==> src/rtl/ted_pkg.sv <==
`timescale 1ns / 1ps
// ----------------------------------------------------------------------------
// ted_pkg
// Codes, byte-class constants and helpers for the text encoding detector.
// ----------------------------------------------------------------------------
package ted_pkg;

    // verdict codes on the result channel
    localparam logic [2:0] ENC_UTF8    = 3'd0;
    localparam logic [2:0] ENC_UTF16LE = 3'd1;
    localparam logic [2:0] ENC_UTF16BE = 3'd2;
    localparam logic [2:0] ENC_GBK     = 3'd3;
    localparam logic [2:0] ENC_GB18030 = 3'd4;

    // byte-order mark found at the head of the file
    typedef enum logic [1:0] {
        MARK_NONE = 2'd0,
        MARK_UTF8 = 2'd1,
        MARK_LE   = 2'd2,
        MARK_BE   = 2'd3
    } t_mark;

    localparam logic [15:0] SCAN_LIMIT_RST = 16'd8192;
    localparam logic [15:0] CNT_MAX        = 16'hFFFF;
    localparam logic [15:0] HEAD_LE        = 16'hFFFE;
    localparam logic [15:0] HEAD_BE        = 16'hFEFF;
    localparam logic [15:0] HEAD_UTF8      = 16'hEFBB;
    localparam logic [7:0]  UTF8_MARK_END  = 8'hBF;

    localparam logic [7:0] GBK_LEAD_LO  = 8'h81;
    localparam logic [7:0] GBK_LEAD_HI  = 8'hFE;
    localparam logic [7:0] GBK_TRAIL_LO = 8'h40;
    localparam logic [7:0] GBK_TRAIL_HI = 8'h7E;
    localparam logic [7:0] GBK_HIGH_LO  = 8'h80;

    // ten times the pair count is kept alongside the count
    localparam int unsigned GBK_X10_W = 20;
    localparam logic [GBK_X10_W-1:0] GBK_STEP = GBK_X10_W'(10);

    function automatic logic is_gbk_lead(input logic [7:0] b);
        is_gbk_lead = (b >= GBK_LEAD_LO) && (b <= GBK_LEAD_HI);
    endfunction

    function automatic logic is_gbk_trail(input logic [7:0] b);
        is_gbk_trail = ((b >= GBK_TRAIL_LO) && (b <= GBK_TRAIL_HI)) ||
                       ((b >= GBK_HIGH_LO) && (b <= GBK_LEAD_HI));
    endfunction

endpackage

==> src/rtl/text_encoding_detector_unit.sv <==
`timescale 1ns / 1ps
// ----------------------------------------------------------------------------
// text_encoding_detector_unit
// Byte-stream charset detector: BOM check, UTF-8 structure, GBK pair density.
// ----------------------------------------------------------------------------
// The block takes one byte of a file per item and returns a single verdict
// (0 UTF-8, 1 UTF-16LE, 2 UTF-16BE, 3 GBK, 4 GB18030) on the item marked
// is_last, after which it is ready for the next file. An item with has_byte
// low and is_last high ends an empty file. One item is accepted per clock
// unless a last item is held; an item is registered in the input register,
// then folded into the running statistics, and a last item's verdict is
// registered in the result register that drives o_out_valid. That register
// holds the verdict while i_out_stall is high; bytes that give no verdict
// keep flowing regardless, and only a second last item waits for it to
// drain. scan_limit resets to 8192; the user must write it through
// i_scan_limit_we only while no file is in flight; the block does not enforce it.
// ----------------------------------------------------------------------------
module text_encoding_detector_unit
    import ted_pkg::*;
(
    input  logic        i_clk,
    input  logic        i_rst_n,
    // configuration
    input  logic        i_scan_limit_we,
    input  logic [15:0] i_scan_limit,
    // item input
    input  logic        i_in_valid,
    output logic        o_in_stall,
    input  logic [7:0]  i_data_byte,
    input  logic        i_has_byte,
    input  logic        i_is_last,
    // result output
    output logic        o_out_valid,
    input  logic        i_out_stall,
    output logic [2:0]  o_encoding
);

    // configuration
    logic [15:0] r_scan_limit;

    // input register
    logic        r_in_vld;
    logic [7:0]  r_in_byte;
    logic        r_in_has;
    logic        r_in_last;

    // stream statistics
    logic [15:0]          r_bytes_seen,   n_bytes_seen;
    logic [15:0]          r_head,         n_head;
    t_mark                r_mark,         n_mark;
    logic                 r_high_seen,    n_high_seen;
    logic                 r_cont_seen,    n_cont_seen;
    logic                 r_utf8_ok,      n_utf8_ok;
    logic [1:0]           r_pending,      n_pending;
    logic [7:0]           r_prev_byte,    n_prev_byte;
    logic                 r_prev_unpaired, n_prev_unpaired;
    logic [15:0]          r_gbk_cnt,      n_gbk_cnt;
    logic [GBK_X10_W-1:0] r_gbk_x10,      n_gbk_x10;

    // result register
    logic        r_out_vld;
    logic [2:0]  r_encoding;

    logic        w_in_acc;
    logic        w_adv;
    logic        w_in_win;
    logic        w_cont;
    logic [15:0] w_window;
    logic [2:0]  w_verdict;

    // A byte item never waits; a last item waits for a free result register.
    assign w_adv      = r_in_vld && (!r_in_last || !r_out_vld || !i_out_stall);
    assign o_in_stall = r_in_vld && !w_adv;
    assign w_in_acc   = i_in_valid && !o_in_stall;

    assign o_out_valid = r_out_vld;
    assign o_encoding  = r_encoding;

    // ---- per-byte update ----
    always_comb begin
        n_bytes_seen    = r_bytes_seen;
        n_head          = r_head;
        n_mark          = r_mark;
        n_high_seen     = r_high_seen;
        n_cont_seen     = r_cont_seen;
        n_utf8_ok       = r_utf8_ok;
        n_pending       = r_pending;
        n_prev_byte     = r_prev_byte;
        n_prev_unpaired = r_prev_unpaired;
        n_gbk_cnt       = r_gbk_cnt;
        n_gbk_x10       = r_gbk_x10;

        w_in_win = (r_bytes_seen < r_scan_limit);
        w_cont   = (r_in_byte[7:6] == 2'b10);

        if (r_in_has) begin
            // byte-order mark from the first three bytes
            priority if (r_bytes_seen == 16'd0) begin
                n_head = {8'h00, r_in_byte};
            end else if (r_bytes_seen == 16'd1) begin
                n_head = {r_head[7:0], r_in_byte};
                if ({r_head[7:0], r_in_byte} == HEAD_LE) begin
                    n_mark = MARK_LE;
                end else if ({r_head[7:0], r_in_byte} == HEAD_BE) begin
                    n_mark = MARK_BE;
                end
            end else if (r_bytes_seen == 16'd2) begin
                if (r_head == HEAD_UTF8 && r_in_byte == UTF8_MARK_END) begin
                    n_mark = MARK_UTF8;
                end
            end else begin
            end

            if (w_in_win) begin
                if (r_in_byte[7]) begin
                    n_high_seen = 1'b1;
                end
                if (w_cont) begin
                    n_cont_seen = 1'b1;
                end

                // UTF-8 lead / continuation structure
                if (r_utf8_ok) begin
                    priority if (r_pending != 2'd0) begin
                        if (w_cont) begin
                            n_pending = r_pending - 2'd1;
                        end else begin
                            n_utf8_ok = 1'b0;
                        end
                    end else if (!r_in_byte[7]) begin
                    end else if (r_in_byte[7:5] == 3'b110) begin
                        n_pending = 2'd1;
                    end else if (r_in_byte[7:4] == 4'b1110) begin
                        n_pending = 2'd2;
                    end else if (r_in_byte[7:3] == 5'b11110) begin
                        n_pending = 2'd3;
                    end else begin
                        n_utf8_ok = 1'b0;
                    end
                end

                // non-overlapping GBK pairs
                if (r_prev_unpaired && is_gbk_lead(r_prev_byte) &&
                    is_gbk_trail(r_in_byte)) begin
                    if (r_gbk_cnt != CNT_MAX) begin
                        n_gbk_cnt = r_gbk_cnt + 16'd1;
                        n_gbk_x10 = r_gbk_x10 + GBK_STEP;
                    end
                    n_prev_unpaired = 1'b0;
                end else begin
                    n_prev_byte     = r_in_byte;
                    n_prev_unpaired = 1'b1;
                end
            end

            if (r_bytes_seen != CNT_MAX) begin
                n_bytes_seen = r_bytes_seen + 16'd1;
            end
        end
    end

    // ---- verdict from the updated statistics ----
    always_comb begin
        w_window = (n_bytes_seen < r_scan_limit) ? n_bytes_seen : r_scan_limit;
        priority if (n_bytes_seen == 16'd0) begin
            w_verdict = ENC_UTF8;
        end else if (n_mark == MARK_UTF8) begin
            w_verdict = ENC_UTF8;
        end else if (n_mark == MARK_LE) begin
            w_verdict = ENC_UTF16LE;
        end else if (n_mark == MARK_BE) begin
            w_verdict = ENC_UTF16BE;
        end else if (!n_high_seen) begin
            w_verdict = ENC_UTF8;
        end else if (n_utf8_ok && n_pending == 2'd0 && n_cont_seen) begin
            w_verdict = ENC_UTF8;
        end else if (n_gbk_x10 > GBK_X10_W'(w_window)) begin
            w_verdict = ENC_GBK;
        end else begin
            w_verdict = ENC_GB18030;
        end
    end

    // ---- registers ----
    always_ff @(posedge i_clk) begin
        if (!i_rst_n) begin
            r_scan_limit <= SCAN_LIMIT_RST;
        end else if (i_scan_limit_we) begin
            r_scan_limit <= i_scan_limit;
        end
    end

    always_ff @(posedge i_clk) begin
        if (!i_rst_n) begin
            r_in_vld <= 1'b0;
        end else if (w_in_acc) begin
            r_in_vld <= 1'b1;
        end else if (w_adv) begin
            r_in_vld <= 1'b0;
        end
    end

    always_ff @(posedge i_clk) begin
        if (w_in_acc) begin
            r_in_byte <= i_data_byte;
            r_in_has  <= i_has_byte;
            r_in_last <= i_is_last;
        end
    end

    always_ff @(posedge i_clk) begin
        if (!i_rst_n || (w_adv && r_in_last)) begin
            // end of file clears the stream for the next one
            r_bytes_seen    <= '0;
            r_head          <= '0;
            r_mark          <= MARK_NONE;
            r_high_seen     <= 1'b0;
            r_cont_seen     <= 1'b0;
            r_utf8_ok       <= 1'b1;
            r_pending       <= '0;
            r_prev_byte     <= '0;
            r_prev_unpaired <= 1'b0;
            r_gbk_cnt       <= '0;
            r_gbk_x10       <= '0;
        end else if (w_adv) begin
            r_bytes_seen    <= n_bytes_seen;
            r_head          <= n_head;
            r_mark          <= n_mark;
            r_high_seen     <= n_high_seen;
            r_cont_seen     <= n_cont_seen;
            r_utf8_ok       <= n_utf8_ok;
            r_pending       <= n_pending;
            r_prev_byte     <= n_prev_byte;
            r_prev_unpaired <= n_prev_unpaired;
            r_gbk_cnt       <= n_gbk_cnt;
            r_gbk_x10       <= n_gbk_x10;
        end
    end

    always_ff @(posedge i_clk) begin
        if (!i_rst_n) begin
            r_out_vld <= 1'b0;
        end else if (w_adv && r_in_last) begin
            r_out_vld <= 1'b1;
        end else if (!i_out_stall) begin
            r_out_vld <= 1'b0;
        end
    end

    always_ff @(posedge i_clk) begin
        if (w_adv && r_in_last) begin
            r_encoding <= w_verdict;
        end
    end

`ifndef SYNTHESIS
    // stall only ever comes from a held last item
    a_stall_cause: assert property (@(posedge i_clk) disable iff (!i_rst_n)
        o_in_stall |-> (r_in_vld && r_in_last && r_out_vld))
        else $error("input stalled without a pending verdict");

    // the pair counter and its tenfold copy stay in step
    a_gbk_x10: assert property (@(posedge i_clk) disable iff (!i_rst_n)
        r_gbk_x10 == (GBK_X10_W'(r_gbk_cnt) << 3) + (GBK_X10_W'(r_gbk_cnt) << 1))
        else $error("GBK tenfold count out of step");

    // a verdict leaves a clean stream behind it
    a_clear_after: assert property (@(posedge i_clk) disable iff (!i_rst_n)
        (w_adv && r_in_last) |=>
            (r_bytes_seen == 16'd0 && r_utf8_ok && !r_prev_unpaired && r_out_vld))
        else $error("stream not cleared after verdict");

    // result code is one of the five verdicts
    a_code_range: assert property (@(posedge i_clk) disable iff (!i_rst_n)
        o_out_valid |-> (o_encoding == ENC_UTF8 || o_encoding == ENC_UTF16LE ||
                         o_encoding == ENC_UTF16BE || o_encoding == ENC_GBK ||
                         o_encoding == ENC_GB18030))
        else $error("verdict code out of range");
`endif

endmodule
==> config.mk <==
export PLATFORM = sky130hd
export DESIGN_NAME = text_encoding_detector_unit
export DESIGN_NICKNAME = d
export VERILOG_FILES = /design/src/rtl/ted_pkg.sv /design/src/rtl/text_encoding_detector_unit.sv
export SDC_FILE = /design/constraint.sdc
export NUM_CORES = 1
export LEC_CHECK = 0
export ABC_CLOCK_PERIOD_IN_PS = 7200
export BUFFER_PORTS_ARGS = -buffer_cell sky130_fd_sc_hd__buf_2
export CAP_MARGIN = 0
export CORE_MARGIN = 2
export CORE_UTILIZATION = 45
export DETAILED_ROUTE_END_ITERATION = 10
export MAX_ROUTING_LAYER = met4
export PLACE_DENSITY = 0.6
export SLEW_MARGIN = 20
export SYNTH_ARGS = -nofsm -noshare
export SYNTH_HDL_FRONTEND = slang
export SYNTH_SLANG_ARGS = --single-unit
==> constraint.sdc <==
create_clock -name i_clk -period 7.2 [get_ports i_clk]
set_input_delay 0.36 -clock i_clk [delete_from_list [all_inputs] [get_ports i_clk]]
set_output_delay 0.36 -clock i_clk [all_outputs]
set_load 0.1 [all_outputs]
==> impl_metrics.py <==
metrics = {
    "pwr": {
        "leakagePower_nw": 3.183,
        "seqPwrFrac_pct": 39.8,
        "internal_power_mw": 1.262,
        "ir_drop_v": 0.0001772,
        "clockPowerShare_pct": 52.3,
        "p_sw_mw": 0.4433,
        "pwr-share-comb_pct": 8.0,
        "power.density_nw_per_um2": 209.1,
        "power_switching_share_pct": 26.00,
    },
    "synth": {
        "netlist_area_um2": 7310,
        "synth_edf_count": 13,
        "seq_area_frac_synth_pct": 33.00,
        "yosysUniqueCellTypes": 73,
        "syn_avg_cell_area_um2": 8.529,
        "ys.flop_type": "dfxtp_1",
        "netlist_instances": 857,
        "synth_nets": 943,
        "synthArstFlopShare_pct": 0,
        "ys_seq_elements": 114,
        "yosys_warnings": 0,
    },
    "critical_path": {
        "crit_type": "flop to flop",
        "cp_max_fo": 15,
        "path_delay_family": "compound AO/OA/AOI/OAI gates",
        "end_kind": "flop",
        "worstPathArrival_ps": 5740,
        "slowest_stage": "o21ai_2",
        "path_buf_inv": 0,
        "cpPeakStageDelay_ps": 790,
        "path_cells": "nand4_1, nor3_2, nand2_1, nor3_1, xor2_1, ha_1, nand4_1, nor2_1, nand2_1, o21ai_2, mux2i_1, ha_1, a21o_1, a21o_1, a21oi_1, o2111ai_1, a221oi_1, a31o_2, and3_1, o31ai_1",
        "reg2reg_depth": 20,
        "cp.depth": 20,
        "cp-start-kind": "flop",
        "required_ps": 7350,
    },
    "placed_design": {
        "dp_hpwl_um": 13110,
        "io_buffers": 35,
        "place.gp.congestion": 0.9237,
        "dpl_worst_slack_ps": 1664,
    },
    "timing": {
        "finalHoldViolations": 0,
        "hold_slack_ps": 106.2,
        "max_freq_mhz": 179.0,
        "period_needed_ps": 5585,
        "rsz0062_at_grt": "false",
        "worst_pin_slew_ps": 981.1,
        "finalMaxSlewViolations": 0,
        "setup-tns-final_ps": 0,
        "max_slew_margin_pct": 34.58,
        "setup_viol": 0,
        "skew_ps": 7.619,
        "fin_crit_sh_pct": 77.58,
        "worst_slack_ps": 1615,
    },
    "worst_hold_path": {
        "min_path_type": "input port to flop",
        "min_path_cells": 1,
    },
    "layout": {
        "area_delta_synth_final_pct": 11.55,
        "antenna_cells": 0,
        "drive_gt1_share_pct": 11.51,
        "final_cell_mix": "dfxtp_1, nor2_1, nand2_1",
        "layout_commonest_cell": "dfxtp_1",
        "nets": 959,
    },
    "drt": {
        "drt-vias-per-instance": 5.456,
        "dr.pass1.iters": 5,
        "antenna_left": 0,
        "drt_iter0_markers": 425,
        "vias": 6012,
        "drc": 0,
        "drt-total-wl_um": 17950,
        "wl_per_cell_um": 16.29,
    },
    "clock_tree": {
        "cts.clk_slew.worst_paths_ps": 60,
        "ctsResizeCount": 0,
        "ctsHoldBuffers": 0,
        "cts-root-buf": "clkbuf_16",
        "clkLatencyLatePin_ps": 420,
        "cts_sinks": 114,
        "cts_buffer_depth": 2,
        "cts_setup_buffers": 0,
        "numCtsBuffers": 17,
        "cts_tree": "done",
        "htree_levels": 4,
    },
    "floorplanning": {
        "ioPinCount": 36,
        "die_h_um": 131.5,
        "die_w_um": 131.5,
        "fp-row-count": 46,
        "die_area_um2": 17280,
        "core-area_um2": 15890,
        "initial_utilization_pct": 46.01,
    },
    "grt": {
        "grt_pass1_vias": 5763,
        "grtUsageTotal_pct": 22.18,
        "met3_usage_pct": 4.205,
        "top_usage_layer": "met2",
        "antenna_found_initial": 0,
        "grt_pass1_wl_um": 29720,
        "grt_overflow_total": 0,
        "grt_max_degree": 56,
        "use_met1_pct": 29.09,
        "use_met2_pct": 33.92,
    },
    "job": {
        "drv_cap": 0,
    },
    "run_status": {
        "status": "finished clean",
    },
}
[worst paths after layout]
kind              slack (ps)       endpoint            from
hold / removal           110   r_in_byte[5]  i_data_byte[5]
hold reg to reg          450      r_head[8]       r_head[8]
setup reg to reg        1610  o_encoding[1]        r_in_has
setup / recovery        1610  o_encoding[1]        r_in_has
[synth_stat cells, drive strengths merged (5+ instances only)]
library cell    n  area share [%]
dfxtp         101              28
nor2           96             4.9
nand2          90             4.7
a21oi          55             3.8
ha             55             9.4
xnor2          40             4.8
mux2i          39             5.3
nand3          38             2.8
inv            36             1.8
xor2           36             4.3
nand4          32             3.3
nor3           22             1.6
nor2b          21             1.8
o21ai          21             1.5
buf            20             1.7
clkbuf         19             1.4
nor4           15             1.7
edfxtp         13             5.3
and3           12             1.1
and4           10             1.2
and2            8            0.72
a21o            7            0.74
a31oi           6            0.51
o211ai          6            0.62
or3             6            0.51
a211oi          5            0.58
[registers in the layout, summed over array words and instances (netlist names), 2 cells and up]
| name | cells |
|---|---|
| r_bytes_seen | 16 |
| r_mark | 2 |
| r_prev_byte | 8 |
| o_encoding | 3 |
| r_pending | 2 |
| r_in_byte | 8 |
| r_head | 16 |
| r_gbk_cnt | 16 |
| r_scan_limit | 16 |
| r_gbk_x10 | 19 |
[area by class of cell]
class	instances	area (um^2)
Timing Repair Buffer	37	190.2
Tap cell	216	270.3
Inverter	36	135.1
Multi-Input combinational cell	667	4526
Clock inverter	15	195.2
Sequential cell	114	2412
Fill cell	1551	7731
Clock buffer	17	425.4
[power groups by stage]
stage | clock [mW] | combinational, mW | sequential (mW)
5_1_grt | 0.940 | 0.153 | 0.680
3_5_place_dp | 0 | 0.136 | 0.692
4_1_cts | 0.906 | 0.137 | 0.678
6_report | 0.891 | 0.136 | 0.678
3_3_place_gp | 0 | 0.136 | 0.692
2_1_floorplan | 0 | 0.0999 | 0.688
[logic make-up (layout without fill, tap and decap cells)]
family                     count (synthesis)  count (layout)  share of synthesized area (%)
adders and majority gates                 55              55                          9.415
AOI/OAI and AO/OA                        132             132                          12.03
buffers and inverters                     76             105                          5.118
and+or+nand+nor                          363             363                          25.68
DFF                                      114             114                          33.00
muxes                                     41              41                          5.649
xor gates and xnor gates                  76              76                          9.106
[per-stage QoR]
step                total power, mW  std cells  util, %  cell area, um^2
floorplan                    0.7883        857        -             7310
global placement             0.8277       1070    47.42             7533
detailed placement           0.8278       1070    47.42             7533
CTS                           1.721       1102    51.33             8154
global route                  1.772       1102    51.33             8154
finish                        1.705       1102    51.33             8154
[routing by layer]
metal	share of wire [%]	up-vias
met4	2.4	0
li1	-	3079
met1	49	2780
met3	3.5	28
met2	45	125
met5	0	-
Power figures use the tool's default switching activity.
